[config.mk]
export PLATFORM = sky130hd
export DESIGN_NAME = servo_bus_packet_framer
export DESIGN_NICKNAME = d
export VERILOG_FILES = /design/src/design/sbpf_pkg.sv /design/src/design/sbpf_dp.sv /design/src/design/sbpf_ctrl.sv /design/src/design/servo_bus_packet_framer.sv
export SDC_FILE = /design/constraint.sdc
export NUM_CORES = 1
export LEC_CHECK = 0
export ABC_AREA = 1
export BUFFER_PORTS_ARGS = -buffer_cell sky130_fd_sc_hd__buf_4
export CORE_MARGIN = 2
export CORE_UTILIZATION = 30
export CTS_CLUSTER_SIZE = 14
export DETAILED_ROUTE_END_ITERATION = 6
export SYNTH_ARGS = -nofsm -noshare
export SYNTH_HDL_FRONTEND = slang
export SYNTH_HIERARCHICAL = 1
export SYNTH_SLANG_ARGS = --single-unit
export TNS_END_PERCENT = 20
[constraint.sdc]
create_clock -name clk -period 5.5 [get_ports clk]
set_clock_uncertainty 0.05 [all_clocks]
set_input_delay 0.275 -clock clk [delete_from_list [all_inputs] [get_ports clk]]
set_output_delay 0.275 -clock clk [all_outputs]
set_load 0.005 [all_outputs]
[src/design/sbpf_pkg.sv]
// Shared definitions for the servo bus packet framer.
// Holds field layout, protocol constants, control structs and the CRC-16 step.
// No dependencies.
`timescale 1ns / 1ps

package sbpf_pkg;

  // Action codes carried in the command transfer.
  localparam logic [1:0] ACT_WRITE = 2'd0;
  localparam logic [1:0] ACT_READ  = 2'd1;
  localparam logic [1:0] ACT_SYNC  = 2'd2;

  // Write data size codes.
  localparam logic [1:0] WSZ_1 = 2'd0;
  localparam logic [1:0] WSZ_2 = 2'd1;

  // Protocol bytes.
  localparam logic [7:0] HDR_FF     = 8'hFF;
  localparam logic [7:0] HDR_FD     = 8'hFD;
  localparam logic [7:0] HDR_RSV    = 8'h00;
  localparam logic [7:0] OPC_READ   = 8'h02;
  localparam logic [7:0] OPC_WRITE  = 8'h03;
  localparam logic [7:0] OPC_SYNC   = 8'h83;
  localparam logic [7:0] BCAST_ID   = 8'hFE;
  localparam logic [7:0] DATA_LEN4  = 8'h04;
  localparam logic [7:0] LEN_READ   = 8'h07;
  localparam logic [7:0] LEN_SYNC   = 8'h11;
  localparam logic [15:0] CRC_POLY  = 16'h8005;

  // Command transfer layout, lowest bit first.
  localparam int IN_W = 104;
  localparam int ACT_LSB  = 0;
  localparam int ID_LSB   = 2;
  localparam int ADDR_LSB = 10;
  localparam int WSZ_LSB  = 26;
  localparam int VAL1_LSB = 28;
  localparam int ID2_LSB  = 60;
  localparam int VAL2_LSB = 68;

  // Byte counter covers the longest packet of 24 bytes.
  localparam int IDX_W = 5;

  // Controller to datapath.
  typedef struct packed {
    logic load;  // capture a new command, clear counter and CRC
    logic step;  // produce the next packet byte into the output register
  } sbpf_cmd_t;

  // Datapath to controller.
  typedef struct packed {
    logic act_ok;  // the offered command has a defined action
    logic last;    // the byte about to be produced ends the packet
  } sbpf_stat_t;

  // One byte of CRC-16, polynomial 0x8005, MSB first, no reflection.
  function automatic logic [15:0] crc16_byte(input logic [15:0] crc, input logic [7:0] b);
    logic [15:0] c;
    c = crc ^ {b, 8'h00};
    for (int k = 0; k < 8; k++) begin
      if (c[15]) begin
        c = {c[14:0], 1'b0} ^ CRC_POLY;
      end else begin
        c = {c[14:0], 1'b0};
      end
    end
    return c;
  endfunction

endpackage

[src/design/sbpf_dp.sv]
// Datapath of the servo bus packet framer: command registers, byte counter,
// packet byte selection, running CRC and the output byte register.
// Depends on sbpf_pkg.
`timescale 1ns / 1ps

module sbpf_dp import sbpf_pkg::*; (
  input  logic             clk,
  input  sbpf_cmd_t        cmd,
  input  logic [IN_W-1:0]  in_tdata,
  output sbpf_stat_t       stat,
  output logic [7:0]       out_tdata,
  output logic             out_tlast
);

  logic [1:0]       act_r;
  logic [7:0]       id_r;
  logic [15:0]      addr_r;
  logic [1:0]       wsz_r;
  logic [31:0]      val1_r;
  logic [7:0]       id2_r;
  logic [31:0]      val2_r;
  logic [IDX_W-1:0] idx_r;
  logic [15:0]      crc_r;
  logic [7:0]       byte_r;
  logic             last_r;

  logic [IDX_W-1:0] pkt_len;
  logic [7:0]       len_lo;
  logic [7:0]       byte_nxt;
  logic [15:0]      crc_nxt;
  logic             is_crc_lo;
  logic             is_crc_hi;
  logic [1:0]       vsel;
  logic [1:0]       wsel;
  logic             act_ok;

  // Packet length including the two CRC bytes, and the low length field.
  always_comb begin
    unique case (act_r)
      ACT_WRITE: begin
        if (wsz_r == WSZ_1) begin
          pkt_len = IDX_W'(13);
          len_lo  = 8'd6;
        end else if (wsz_r == WSZ_2) begin
          pkt_len = IDX_W'(14);
          len_lo  = 8'd7;
        end else begin
          pkt_len = IDX_W'(16);
          len_lo  = 8'd9;
        end
      end
      ACT_READ: begin
        pkt_len = IDX_W'(14);
        len_lo  = LEN_READ;
      end
      default: begin
        pkt_len = IDX_W'(24);
        len_lo  = LEN_SYNC;
      end
    endcase
  end

  assign is_crc_lo = (idx_r == IDX_W'(pkt_len - IDX_W'(2)));
  assign is_crc_hi = (idx_r == IDX_W'(pkt_len - IDX_W'(1)));

  // Byte lane selects for the little-endian value fields of a sync write.
  always_comb begin
    case (idx_r)
      IDX_W'(10), IDX_W'(13), IDX_W'(18): vsel = 2'd0;
      IDX_W'(11), IDX_W'(14), IDX_W'(19): vsel = 2'd1;
      IDX_W'(12), IDX_W'(15), IDX_W'(20): vsel = 2'd2;
      default:                            vsel = 2'd3;
    endcase
  end

  // A write's value starts at byte 10, so its lane is the counter minus ten.
  assign wsel = idx_r[1:0] + 2'd2;

  always_comb begin
    byte_nxt = 8'h00;
    if (is_crc_lo) begin
      byte_nxt = crc_r[7:0];
    end else if (is_crc_hi) begin
      byte_nxt = crc_r[15:8];
    end else begin
      case (idx_r)
        IDX_W'(0), IDX_W'(1): byte_nxt = HDR_FF;
        IDX_W'(2):            byte_nxt = HDR_FD;
        IDX_W'(3):            byte_nxt = HDR_RSV;
        IDX_W'(4):            byte_nxt = (act_r == ACT_SYNC) ? BCAST_ID : id_r;
        IDX_W'(5):            byte_nxt = len_lo;
        IDX_W'(6):            byte_nxt = 8'h00;
        IDX_W'(7): begin
          case (act_r)
            ACT_WRITE: byte_nxt = OPC_WRITE;
            ACT_READ:  byte_nxt = OPC_READ;
            default:   byte_nxt = OPC_SYNC;
          endcase
        end
        IDX_W'(8):            byte_nxt = addr_r[7:0];
        IDX_W'(9):            byte_nxt = addr_r[15:8];
        default: begin
          if (act_r == ACT_WRITE) begin
            // Value bytes start right after the address.
            byte_nxt = val1_r[{wsel, 3'b000} +: 8];
          end else if (idx_r == IDX_W'(10)) begin
            byte_nxt = DATA_LEN4;
          end else if (idx_r == IDX_W'(11)) begin
            byte_nxt = 8'h00;
          end else if (idx_r == IDX_W'(12)) begin
            byte_nxt = id_r;
          end else if (idx_r == IDX_W'(17)) begin
            byte_nxt = id2_r;
          end else if (idx_r < IDX_W'(17)) begin
            byte_nxt = val1_r[{vsel, 3'b000} +: 8];
          end else begin
            byte_nxt = val2_r[{vsel, 3'b000} +: 8];
          end
        end
      endcase
    end
  end

  assign crc_nxt = crc16_byte(crc_r, byte_nxt);

  always_ff @(posedge clk) begin
    if (cmd.load) begin
      act_r  <= in_tdata[ACT_LSB  +: 2];
      id_r   <= in_tdata[ID_LSB   +: 8];
      addr_r <= in_tdata[ADDR_LSB +: 16];
      wsz_r  <= in_tdata[WSZ_LSB  +: 2];
      val1_r <= in_tdata[VAL1_LSB +: 32];
      id2_r  <= in_tdata[ID2_LSB  +: 8];
      val2_r <= in_tdata[VAL2_LSB +: 32];
      idx_r  <= '0;
      crc_r  <= '0;
    end else if (cmd.step) begin
      idx_r  <= idx_r + IDX_W'(1);
      byte_r <= byte_nxt;
      last_r <= is_crc_hi;
      // The CRC stops running once its own bytes are being sent.
      if (!is_crc_lo && !is_crc_hi) begin
        crc_r <= crc_nxt;
      end
    end
  end

  assign act_ok = (in_tdata[ACT_LSB +: 2] == ACT_WRITE) ||
                  (in_tdata[ACT_LSB +: 2] == ACT_READ) ||
                  (in_tdata[ACT_LSB +: 2] == ACT_SYNC);
  assign stat   = '{act_ok: act_ok, last: is_crc_hi};

  assign out_tdata = byte_r;
  assign out_tlast = last_r;

endmodule

[src/design/sbpf_ctrl.sv]
// Controller of the servo bus packet framer: idle/send state machine and the
// output valid flag.
// Depends on sbpf_pkg.
`timescale 1ns / 1ps

module sbpf_ctrl import sbpf_pkg::*; (
  input  logic       clk,
  input  logic       rst_n,
  input  logic       in_tvalid,
  output logic       in_tready,
  input  logic       out_tready,
  output logic       out_tvalid,
  input  sbpf_stat_t stat,
  output sbpf_cmd_t  cmd
);

  localparam logic ST_IDLE = 1'b0;
  localparam logic ST_SEND = 1'b1;

  logic state_r, state_nxt;
  logic ovld_r, ovld_nxt;
  logic slot_free;

  assign slot_free = !ovld_r || out_tready;
  assign in_tready = (state_r == ST_IDLE);

  always_comb begin
    cmd.load  = 1'b0;
    cmd.step  = 1'b0;
    state_nxt = state_r;
    unique case (state_r)
      ST_IDLE: begin
        // Commands with an undefined action are taken and dropped.
        if (in_tvalid) begin
          cmd.load = 1'b1;
          if (stat.act_ok) begin
            state_nxt = ST_SEND;
          end
        end
      end
      ST_SEND: begin
        if (slot_free) begin
          cmd.step = 1'b1;
          if (stat.last) begin
            state_nxt = ST_IDLE;
          end
        end
      end
      default: state_nxt = ST_IDLE;
    endcase
  end

  always_comb begin
    if (cmd.step) begin
      ovld_nxt = 1'b1;
    end else if (out_tready) begin
      ovld_nxt = 1'b0;
    end else begin
      ovld_nxt = ovld_r;
    end
  end

  always_ff @(posedge clk) begin
    if (!rst_n) begin
      state_r <= ST_IDLE;
      ovld_r  <= 1'b0;
    end else begin
      state_r <= state_nxt;
      ovld_r  <= ovld_nxt;
    end
  end

  assign out_tvalid = ovld_r;

endmodule

[src/design/servo_bus_packet_framer.sv]
// Top level of the servo bus packet framer: joins controller and datapath.
// Depends on sbpf_pkg, sbpf_ctrl and sbpf_dp.
`timescale 1ns / 1ps
//
// Usage:
// The slave-side stream takes one command per transfer. Each defined command
// is expanded into a complete protocol 2.0 instruction packet on the
// master-side stream, one byte per transfer, with out_tlast high on the CRC
// high byte that closes the packet. A write gives 13, 14 or 16 bytes, a read
// request 14 bytes and a broadcast sync write 24 bytes. The trailing CRC-16
// (polynomial 0x8005, initial value zero) is accumulated byte by byte as the
// packet is produced, so no byte buffer is needed.
// The command is captured at its transfer; its bytes are then produced into the
// single byte-wide output register. With out_tready held high, the framer
// emits one byte per cycle. A command with an undefined action is accepted
// and dropped without any output.
// in_tready is high only while no packet is being generated; the next command
// is taken while the final byte still waits in the output register.
// When the receiver stalls, the output byte holds and generation pauses.
// Reset (rst_n low, synchronous) returns the controller to idle and empties
// the output register.

module servo_bus_packet_framer import sbpf_pkg::*; (
  input  logic            clk,
  input  logic            rst_n,
  input  logic            in_tvalid,
  output logic            in_tready,
  // Fields from bit 0 up: action[1:0], servo_id[7:0], address[15:0],
  // write_size[1:0], write_value[31:0], second_id[7:0], second_value[31:0],
  // then four zero fill bits.
  input  logic [IN_W-1:0] in_tdata,
  output logic            out_tvalid,
  input  logic            out_tready,
  // Fields from bit 0 up: tx_byte[7:0].
  output logic [7:0]      out_tdata,
  output logic            out_tlast
);

  sbpf_cmd_t  cmd;
  sbpf_stat_t stat;

  // Sequencing of commands and the output valid flag.
  sbpf_ctrl u_ctrl (
    .clk        (clk),
    .rst_n      (rst_n),
    .in_tvalid  (in_tvalid),
    .in_tready  (in_tready),
    .out_tready (out_tready),
    .out_tvalid (out_tvalid),
    .stat       (stat),
    .cmd        (cmd)
  );

  // Command capture, byte generation and CRC accumulation.
  sbpf_dp u_dp (
    .clk       (clk),
    .cmd       (cmd),
    .in_tdata  (in_tdata),
    .stat      (stat),
    .out_tdata (out_tdata),
    .out_tlast (out_tlast)
  );

endmodule

==> impl_summary.md, run 1 <==
Outcome
The flow ran to the end, and the final reports show no timing, DRC or antenna violations.

Timing
The tightest slew margin relative to the limit is 48.6%. The max-slew violation count is 0. The count of endpoints failing setup in the final report is 0. In the final timing run, aggregate negative setup slack is 0 ns.

The minimum clock period after layout is 3.99 ns. In the finished design, the share of the clock period the worst path needs comes to 72.5%. For the pin with the worst max-slew slack, the measured transition is 0.768 ns.

The final hold violation count is 0. Setup repair after global routing left no endpoint under its margin. The worst setup margin is 1.51 ns. The maximum operating frequency is 251 MHz.

Floorplan
In this run the core area contains 56 standard-cell rows. For this design the top-level I/O count stands at 119. For this configuration, the core starts out at a cell density of 30.7%. The floorplan step defined a die boundary enclosing 25,400 um2. In this run the horizontal extent of the chip is 159 um.

The core region is 23,600 um2. The die height is 159 um.

Setup path
The critical path is of the register to register type. Counting buffers and inverters, the worst setup path is 24 cells deep. The endpoint arrival time on the critical path is 4.25 ns. The register-to-register setup slack is 1.51 ns.

The nature of the critical path startpoint is a register. Grouping stages by cell kind, the critical path spends the most delay in simple AND/OR/NAND/NOR gates. The data required time at the worst endpoint is 5.77 ns. In this design, the stage delay of the slowest critical-path cell is 0.68 ns.

The start of the worst register-to-register path is u_dp/idx_r[0]. The number of cells on the worst reg-to-reg path is 24. The library cell contributing the largest single delay on the critical path is sky130_fd_sc_hd__dfxtp_1. Traced cell by cell, the critical path runs through inv_1 > ha_1 > nor2_1 > a21oi_4 > inv_2 > nand4_4 > a31oi_1 > nand2_1 > nand2_1 > nand2_1 > nand2_1 > nand2_1 > nand2_1 > nand2_2 > nand2_2 > nand2_1 > nand3_1 > nand2_1 > nand2_2 > nand3_1 > nand3_1 > nand3_1 > nand2_1 > inv_1. The endpoint identified for the worst register-to-register timing path is u_dp/crc_r[15].

The combined buffer and inverter count along the critical path is 3. Along the worst path, the maximum fanout reaches 14. The capturing element type of the critical path is a register. The most numerous cell type found on the critical path is sky130_fd_sc_hd__nand2_1.

Clock tree
No sink is reached through more buffers than the 2 on the longest clock path. CTS placed an instance of sky130_fd_sc_hd__clkbuf_16 at the clock tree root. Once the clock tree was built, the setup fixing pass inserted 0 buffers.

The number of levels the H-tree was split into is 4. The number of CTS-inserted buffers is 17. TritonCTS built the clock tree.

The TritonCTS sink count is 134. The number of gates resized after cts is 0. The clock-pin slew reported for the worst setup and hold paths after clock tree synthesis is 0.06 ns. The clock latency on the worst-skew pair is 0.43 ns.

Worst hold path
The worst hold path begins at rst_n. Counting instances, the worst hold path has a depth of 3. The path class of the tightest hold or removal check is input pin to register. The worst hold path terminates at u_ctrl/state_r.

Synthesis
A synthesized cell averages 8.87 um2. The number of enable flip-flop cells after synthesis is 109. During synthesis, Yosys emitted a total of 6 warnings. Synthesis produced a netlist whose cell count is 818. For this run, asynchronously set or reset flops after synthesis account for 0%. The count of distinct cell types in the synthesized netlist is 49. The primary flip-flop cell chosen by synthesis mapping is sky130_fd_sc_hd__edfxtp_1.

In this run, synthesis produced a sequential element count of 134. Synthesis produced a netlist with a net count of 936. The synthesized cell area is 7250 um2. The sequential share of the synthesized area is 52.0%.

Pwr
For this design the ratio of total power to cell area is 329 nW/um2. The leakage dissipation is 4.31 nW. The worst ir drop on vdd is 0.000231 V.

Cells and area
Leaving out filler cells and counting taps, the final layout contains 1,357. The number of nets in the finished design is 1,143. 0 antenna diodes ended up in the layout. Compared with the post-synthesis result, the final layout area differs by 36.8%. The post-route netlist has 20.8% of its cells at a drive strength greater than 1. The final design utilization is 42.0%.

The finished cells cover 9920 um2.

Global route
The total global routing track utilization is 15.6%. After global routing the overflow that remains totals 0. The via count of the first global-routing pass is 6,151. The first global-routing pass estimated 31,200 um of wire. The number of antenna violations at the first check in global routing was 0.

The maximum number of pins on one net before global-route repair is 57.

Placement
Summing all placed instances gives a cell area of 8340 um2. At the end of routability-driven placement, the weighted congestion stood at 0.832. The number of instances in the placed design is 1,225. The worst-case setup slack after placement is 1.57 ns. After legalization and detailed placement, the total HPWL measured 13,100 um. In this run the tool buffered the top-level ports with 114 buffer cells.

Run
The tool flagged a number of max-cap violations equal to 0.

Routing
The violation count after the first detailed-route iteration is 420. In this run the remaining antenna-violating nets after routing total 0. The total routed wirelength is 19,600 um. For this run, the detailed router's first-pass iteration total came to 5. For this run, design rule violations remaining after detail routing come to 0. In the routed layout, each cell is associated on average with a via count of 4.59. The final routed wire length divided by cell count is 14.4 um. The routed layout has 6,234 vias.
cell usage in the layout, fill, tap and decap left out, types with 2 or more instances in the layout:
| cell | instances |
|---|---|
| sky130_fd_sc_hd__a31oi_1 | 5 |
| sky130_fd_sc_hd__inv_2 | 9 |
| sky130_fd_sc_hd__o31ai_1 | 2 |
| sky130_fd_sc_hd__inv_1 | 110 |
| sky130_fd_sc_hd__o211ai_1 | 14 |
| sky130_fd_sc_hd__or2_1 | 2 |
| sky130_fd_sc_hd__nand2_2 | 25 |
| sky130_fd_sc_hd__clkbuf_16 | 17 |
| sky130_fd_sc_hd__nor3_2 | 4 |
| sky130_fd_sc_hd__nand2_4 | 4 |
| sky130_fd_sc_hd__buf_4 | 121 |
| sky130_fd_sc_hd__inv_6 | 3 |
| sky130_fd_sc_hd__o21ai_1 | 7 |
| sky130_fd_sc_hd__bufinv_16 | 2 |
| sky130_fd_sc_hd__or2_2 | 3 |
| sky130_fd_sc_hd__a21oi_1 | 37 |
| sky130_fd_sc_hd__ha_1 | 10 |
| sky130_fd_sc_hd__nand3_2 | 4 |
| sky130_fd_sc_hd__clkinv_2 | 2 |
| sky130_fd_sc_hd__nor2_4 | 2 |
| sky130_fd_sc_hd__o221ai_1 | 3 |
| sky130_fd_sc_hd__dfxtp_1 | 25 |
| sky130_fd_sc_hd__xor2_1 | 7 |
| sky130_fd_sc_hd__nor2_2 | 5 |
| sky130_fd_sc_hd__dlygate4sd3_1 | 100 |
| sky130_fd_sc_hd__nor3_1 | 8 |
| sky130_fd_sc_hd__clkinv_1 | 3 |
| sky130_fd_sc_hd__clkinv_4 | 5 |
| sky130_fd_sc_hd__xnor2_1 | 4 |
| sky130_fd_sc_hd__o21ai_0 | 32 |
| sky130_fd_sc_hd__nand3b_1 | 9 |
| sky130_fd_sc_hd__nand4_1 | 4 |
| sky130_fd_sc_hd__nand2_1 | 184 |
| sky130_fd_sc_hd__nand3_1 | 104 |
| sky130_fd_sc_hd__nor2_1 | 35 |
| sky130_fd_sc_hd__xor2_2 | 2 |
| sky130_fd_sc_hd__edfxtp_1 | 109 |
Yosys cell counts (all sizes together) (6+ instances only):
cell type / number / area (um2)
a21oi: 39 / 210
o21ai: 40 / 204
nand3: 108 / 561
nor3: 13 / 96.4
o211ai: 14 / 105
clkbuf: 7 / 26.3
dfxtp: 25 / 500
or2: 6 / 40.0
edfxtp: 109 / 3270
nand3b: 9 / 67.6
ha: 10 / 125
inv: 119 / 447
xor2: 9 / 93.8
nor2: 42 / 180
nand2: 213 / 892
a31oi: 6 / 43.8
buf: 26 / 201
metrics by stage:
step / total power (W) / hold slack [ns]
6_report: 0.00326 / 0.0525
3_3_place_gp: 0.00208 / 0.404
4_1_cts: 0.00329 / 0.0327
2_1_floorplan: 0.00187 / 0.324
3_5_place_dp: 0.00209 / 0.404
5_1_grt: 0.00344 / 0.0466
power by group:
group | internal, W | switching, W | leakage (nW)
Combinational | 0.000344 | 0.000539 | 2.78
Clock | 0.000671 | 0.000457 | 0.283
Sequential | 0.00120 | 0.0000502 | 1.25
worst register-to-register path, cell delays in order (launching register included):
cell and delay [ns]:
sky130_fd_sc_hd__dfxtp_1 0.68, sky130_fd_sc_hd__inv_1 0.41, sky130_fd_sc_hd__ha_1 0.36, sky130_fd_sc_hd__nor2_1 0.24, sky130_fd_sc_hd__a21oi_4 0.13, sky130_fd_sc_hd__inv_2 0.11, sky130_fd_sc_hd__nand4_4 0.25, sky130_fd_sc_hd__a31oi_1 0.28
sky130_fd_sc_hd__nand2_1 0.10, sky130_fd_sc_hd__nand2_1 0.07, sky130_fd_sc_hd__nand2_1 0.09, sky130_fd_sc_hd__nand2_1 0.11, sky130_fd_sc_hd__nand2_1 0.06, sky130_fd_sc_hd__nand2_1 0.11, sky130_fd_sc_hd__nand2_2 0.09, sky130_fd_sc_hd__nand2_2 0.09
sky130_fd_sc_hd__nand2_1 0.07, sky130_fd_sc_hd__nand3_1 0.08, sky130_fd_sc_hd__nand2_1 0.06, sky130_fd_sc_hd__nand2_2 0.10, sky130_fd_sc_hd__nand3_1 0.10, sky130_fd_sc_hd__nand3_1 0.09, sky130_fd_sc_hd__nand3_1 0.07, sky130_fd_sc_hd__nand2_1 0.06
sky130_fd_sc_hd__inv_1 0.03
metal layers:
layer / global-route usage, % / vias to the layer above / wire length [um]
met5: 0 / - / 0
met4: 6.98 / 0 / 520
met3: 3.02 / 36 / 934
met2: 26.5 / 180 / 9520
met1: 19.2 / 2879 / 8590
li1: - / 3139 / -
cell families after synthesis:
family          share of synthesized area, %
buf+inv                                 9.40
compound gates                          9.11
fa+ha+maj                               1.73
simple gates                            26.0
flops                                   52.0
xor+xnor                                1.78
flip-flops by register name, summed over array words and instances (netlist names), 5 cells and up:
| name | flops |
|---|---|
| u_dp/id_r | 8 |
| u_dp/idx_r | 5 |
| u_dp/id2_r | 8 |
| u_dp/out_tdata | 8 |
| u_dp/val2_r | 32 |
| u_dp/crc_r | 16 |
| u_dp/val1_r | 32 |
| u_dp/addr_r | 16 |
final cells by class:
type,instances,area [um2]
clock buffers,18,429
clock inverters,14,151
fillers,2325,13700
inverters,121,454
multi-input cells,530,2800
flip-flops and latches,134,3770
well taps,319,399
repair buffers,221,1910
worst max path at each step:
stage                    from              to  slack [ns]
2_1_floorplan  u_ctrl/state_r    u_dp/vsel[1]        1.26
3_3_place_gp    u_dp/idx_r[0]  u_dp/crc_r[15]        1.65
3_5_place_dp    u_dp/idx_r[0]  u_dp/crc_r[15]        1.57
4_1_cts         u_dp/idx_r[0]  u_dp/crc_r[15]        1.57
5_1_grt         u_dp/idx_r[0]  u_dp/crc_r[15]        1.18
6_report        u_dp/idx_r[0]  u_dp/crc_r[15]        1.51
what timing repair did:
| action | CTS | global route |
|---|---|---|
| endpoints found under the setup margin | 0 | 0 |
| endpoints found under the hold margin | 100 | 0 |
| hold buffers | 100 | 0 |
(Power assumes the default switching activity.)
==> run 2, diff against run 1 <==
Settings changed: ABC_AREA 1 to 0.
Clock period 5.5 ns to 3.83 ns, I/O delays scaled along.
==> run 2 against run 1 <==
Effect of this change:
- the run now ends with setup timing left
- fmax rose by 2.7%
- sequential cell count unchanged
- cell count down 11%
- hold slack better by 0.0025 ns
- count of clock-buffer cells in the layout fell by 1
- sequential share of layout area decreased by 2.1 points
- highest routed layer unchanged
- synthesized cell count shrank 28%
- worst setup slack lost 1.6 ns
- die area is 3.3% lower
- core utilization is 4.1 points higher
- area after synthesis is 3.4% lower
==> impl_summary.md, run 2 <==
Timing
RSZ-0062 raised after global routing: yes (was no). The tightest slew margin relative to the limit was 44.7% (was 48.6%). The count of endpoints failing setup in the final report is 1 (was 0).

The setup TNS came to -0.0530 ns (was 0 ns). The max-slew violation count was 0 (unchanged). The maximum operating frequency is 258 MHz (was 251 MHz).

The tightest hold margin is 0.0550 ns (was 0.0525 ns). The minimum clock period after layout is 3.88 ns (was 3.99 ns). The final critical-path share of the clock period is 101% (was 72.5%).

The final hold violation count is 0 (unchanged). The worst setup margin is -0.0530 ns (was 1.51 ns). The transition time of the tightest slew-check pin is 0.828 ns (was 0.768 ns).

Synthesis
The most repeated cell in the gate-level netlist after synthesis is sky130_fd_sc_hd__edfxtp_1 (was sky130_fd_sc_hd__nand2_1). Top cell types by occurrence after synthesis: 109 x sky130_fd_sc_hd__edfxtp_1, 61 x sky130_fd_sc_hd__nand2_1, 39 x sky130_fd_sc_hd__a21oi_1 (was 184 x sky130_fd_sc_hd__nand2_1, 110 x sky130_fd_sc_hd__inv_1, 109 x sky130_fd_sc_hd__edfxtp_1). The mean post-synth cell area is 11.9 um2 (was 8.87 um2). The synthesized cell area came to 7010 um2 (was 7250 um2). The count of yosys warnings during synthesis is 6 (unchanged). The post-synthesis instance total is 588 (was 818). The number of enable flip-flop cells after synthesis was 109 (unchanged). The total nets after synthesis was 706 (was 936). The dominant cell type by area after synthesis is sky130_fd_sc_hd__edfxtp_1 (unchanged).

The area share of the largest cell type after synthesis is 46.7% (was 45.1%). The sequential share of the synthesized area was 53.8% (was 52.0%). Cell types occupying the most area after synthesis: sky130_fd_sc_hd__edfxtp_1 47%, sky130_fd_sc_hd__dfxtp_1 7.1%, sky130_fd_sc_hd__nand2_1 3.3%, sky130_fd_sc_hd__a21oi_1 2.8%, sky130_fd_sc_hd__mux4_2 2.6% (was sky130_fd_sc_hd__edfxtp_1 45%, sky130_fd_sc_hd__nand2_1 9.5%, sky130_fd_sc_hd__nand3_1 7.2%, sky130_fd_sc_hd__dfxtp_1 6.9%, sky130_fd_sc_hd__inv_1 5.7%).

The count of distinct cell types in the synthesized netlist was 87 (was 49). The share of flip-flops with an asynchronous set or reset is 0% (unchanged). The count of state elements after synthesis is 134 (unchanged). The primary flip-flop cell chosen by synthesis mapping is sky130_fd_sc_hd__edfxtp_1 (unchanged).

Clock tree
The number of levels the H-tree was split into is 4 (unchanged). The root buffer cell is sky130_fd_sc_hd__clkbuf_16 (unchanged). The TritonCTS clock tree is done (unchanged). The TritonCTS sink count is 134 (unchanged).

The buffer levels on the longest clock path came to 2 (unchanged). The number of CTS-inserted buffers was 17 (unchanged). The clock latency on the worst-skew pair came to 0.44 ns (was 0.43 ns). The clock-pin slew reported for the worst setup and hold paths after clock tree synthesis was 0.06 ns (about the same).

Global route
The total global routing track utilization is 17.8% (was 15.6%). The met1 routing resource usage after global routing is 22.9% (was 19.2%). The number of antenna violations at the first check in global routing is 0 (unchanged). The met3 track demand over resource is 4.15% (was 3.02%). The total grt overflow came to 0 (unchanged). The met2 usage was 29.3% (was 26.5%). The via count of the first global-routing pass is 5,958 (was 6,151).

The maximum number of pins on one net before global-route repair is 72 (was 57). The highest-utilization routing layer at the global route stage is met2 (unchanged). The global-route wire length before repair is 32,800 um (was 31,200 um).

Floorplan
The horizontal extent of the die was 157 um (was 159 um). The die height was 157 um (was 159 um). The placement row count was 55 (was 56).

The number of I/O pins is 119 (unchanged). The area of the die was 24,600 um2 (was 25,400 um2). The core area came to 22,800 um2 (was 23,600 um2). The starting utilization of the core area is 30.8% (was 30.7%).

Outcome
Status: complete, but fails checks (was completed). The final reports fail on setup timing.

Cells and area
The ratio of cells with drive above 1 in the final layout is 33.1% (was 20.8%). The most common library cell in the layout ignoring fill and taps is sky130_fd_sc_hd__buf_4 (was sky130_fd_sc_hd__nand2_1). The synthesis-to-layout area growth is 49.8% (was 36.8%). The number of nets in the finished design is 998 (was 1,143). Largest registers: u_dp/val1_r (32), u_dp/val2_r (32) (unchanged). Commonest cells after routing, fill and taps aside: 208 x sky130_fd_sc_hd__buf_4, 109 x sky130_fd_sc_hd__edfxtp_1, 102 x sky130_fd_sc_hd__dlygate4sd3_1 (was 184 x sky130_fd_sc_hd__nand2_1, 121 x sky130_fd_sc_hd__buf_4, 110 x sky130_fd_sc_hd__inv_1).

The number of diodes added for antenna fixing came to 0 (unchanged). The final design utilization is 46.1% (was 42.0%).

Setup path
The data required time at the worst endpoint is 4.15 ns (was 5.77 ns). The library cell contributing the largest single delay on the critical path is sky130_fd_sc_hd__edfxtp_1 (was sky130_fd_sc_hd__dfxtp_1). Cell Chain, Critical Path: buf_4 > buf_4 > nor2b_4 > nor2_1 > inv_1 > ha_1 > xor2_1 > nand2_1 > a311o_1 > buf_4 > o21ai_0 > a31oi_2 > a21oi_4 > xor2_2 > xnor3_1 > xor2_2 > or4_1 > nand3_1 (was inv_1 > ha_1 > nor2_1 > a21oi_4 > inv_2 > nand4_4 > a31oi_1 > nand2_1 > nand2_1 > nand2_1 > nand2_1 > nand2_1 > nand2_1 > nand2_2 > nand2_2 > nand2_1 > nand3_1 > nand2_1 > nand2_2 > nand3_1 > nand3_1 > nand3_1 > nand2_1 > inv_1). The nature of the critical path startpoint is a register (unchanged).

The capturing element type of the critical path is a register (unchanged). The endpoint arrival time on the critical path is 4.20 ns (was 4.25 ns). The maximum net fanout on the critical path came to 8 (was 14). The launch point of the worst path is u_dp/act_r[0] (was u_dp/idx_r[0]). The cell with the most instances on the worst path is sky130_fd_sc_hd__buf_4 (was sky130_fd_sc_hd__nand2_1). The critical setup path kind is register to register (unchanged). The stage delay of the slowest cell on the critical path is 0.44 ns (was 0.68 ns). The start of the worst register-to-register path is u_dp/act_r[0] (was u_dp/idx_r[0]).

Routing
The mean number of vias per cell is 4.80 (was 4.59). The final routed wire length divided by cell count is 17.5 um (was 14.4 um). The final routed DRC violation total was 0 (unchanged). The violation count after the first detailed-route iteration is 351 (was 420). The remaining number of nets flagged by the antenna check after routing is 0 (unchanged). The number of detailed-routing iterations run before antenna repair came to 5 (unchanged).

The number of vias after detailed routing is 5,792 (was 6,234). The total routed wirelength is 21,100 um (was 19,600 um).

Placement
The placed wire-length estimate is 14,800 um (was 13,100 um). The worst-case setup slack after placement is -0.207 ns (was 1.57 ns). The count of buffers inserted at the top-level ports is 114 (unchanged). The final RePlAce weighted congestion is 0.869 (was 0.832).

Run
The max capacitance violation total came to 0 (unchanged).

Pwr
The worst ir drop on vdd is 0.000288 V (was 0.000231 V). The total power draw is 0.00492 W (was 0.00326 W). The leakage dissipation came to 4.04 nW (was 4.31 nW). The power density over cell area is 468 nW/um2 (was 329 nW/um2).

Worst hold path
The class of the worst hold path is input pin to register (unchanged). The beginning of the worst hold path is out_tready (was rst_n).
-- run 2: final timing paths --
check        slack, ns        endpoint  cells past startpoint
max reg2reg      -0.05   u_dp/crc_r[0]                     18
max              -0.05   u_dp/crc_r[0]                     18
min               0.06  u_ctrl/state_r                      3
min reg2reg       0.45  u_dp/crc_r[13]                      2
-- run 2: logic make-up after synthesis --
logic type	after synthesis	synth area share [%]
simple gates	184	14.0
compound gates	153	16.9
flops	134	53.8
buf+inv	57	4.37
xor+xnor	27	3.68
mux	23	5.43
fa+ha+maj	10	1.79
-- run 2: timing repair --
action | in CTS | in global routing
hold endpoints to repair | 102 | 0
setup buffers | 2 | 0
setup endpoints to repair | 3 | 3
hold buffers | 102 | 0
resized for setup | 15 | 3
pin swaps | 6 | 3
-- run 2: worst max-delay path, delay by kind of cell, from the launching register on --
kind            cells  cell delay (ns)
xor+xnor            4             0.90
simple gates        5             0.76
fa+ha+maj           1             0.23
flops               1             0.44
buf+inv             4             0.57
compound gates      4             0.89
-- run 2: report_power, final --
group          leakage (nW)  internal, W  switching (W)
logic                  2.52     0.000794       0.000699
clock network         0.280     0.000908       0.000694
registers              1.24      0.00173      0.0000967
-- run 2: stage by stage --
step	std cells	cell area, um2
4_1_cts	1206	10500
6_report	1206	10500
3_3_place_gp	1070	8820
5_1_grt	1206	10500
2_1_floorplan	588	7010
3_5_place_dp	1070	8820
-- run 2: area by class of cell --
class                      instances  area [um2]
timing repair buffer             316        2700
tap                              313         392
sequential                       134        3770
inverter                          14        52.6
multi-input combinational        397        3010
fill                            2070       12300
clock buffer                      17         425
clock inverter                    15         140
-- run 2: per-layer routing --
| layer | share of wire (%) | up-vias | wire [um] |
|---|---|---|---|
| met5 | 0 | - | 0 |
| met4 | 1.5 | 0 | 324 |
| met3 | 4.7 | 21 | 987 |
| met2 | 48 | 171 | 10200 |
| met1 | 45 | 2786 | 9560 |
| li1 | - | 2814 | - |
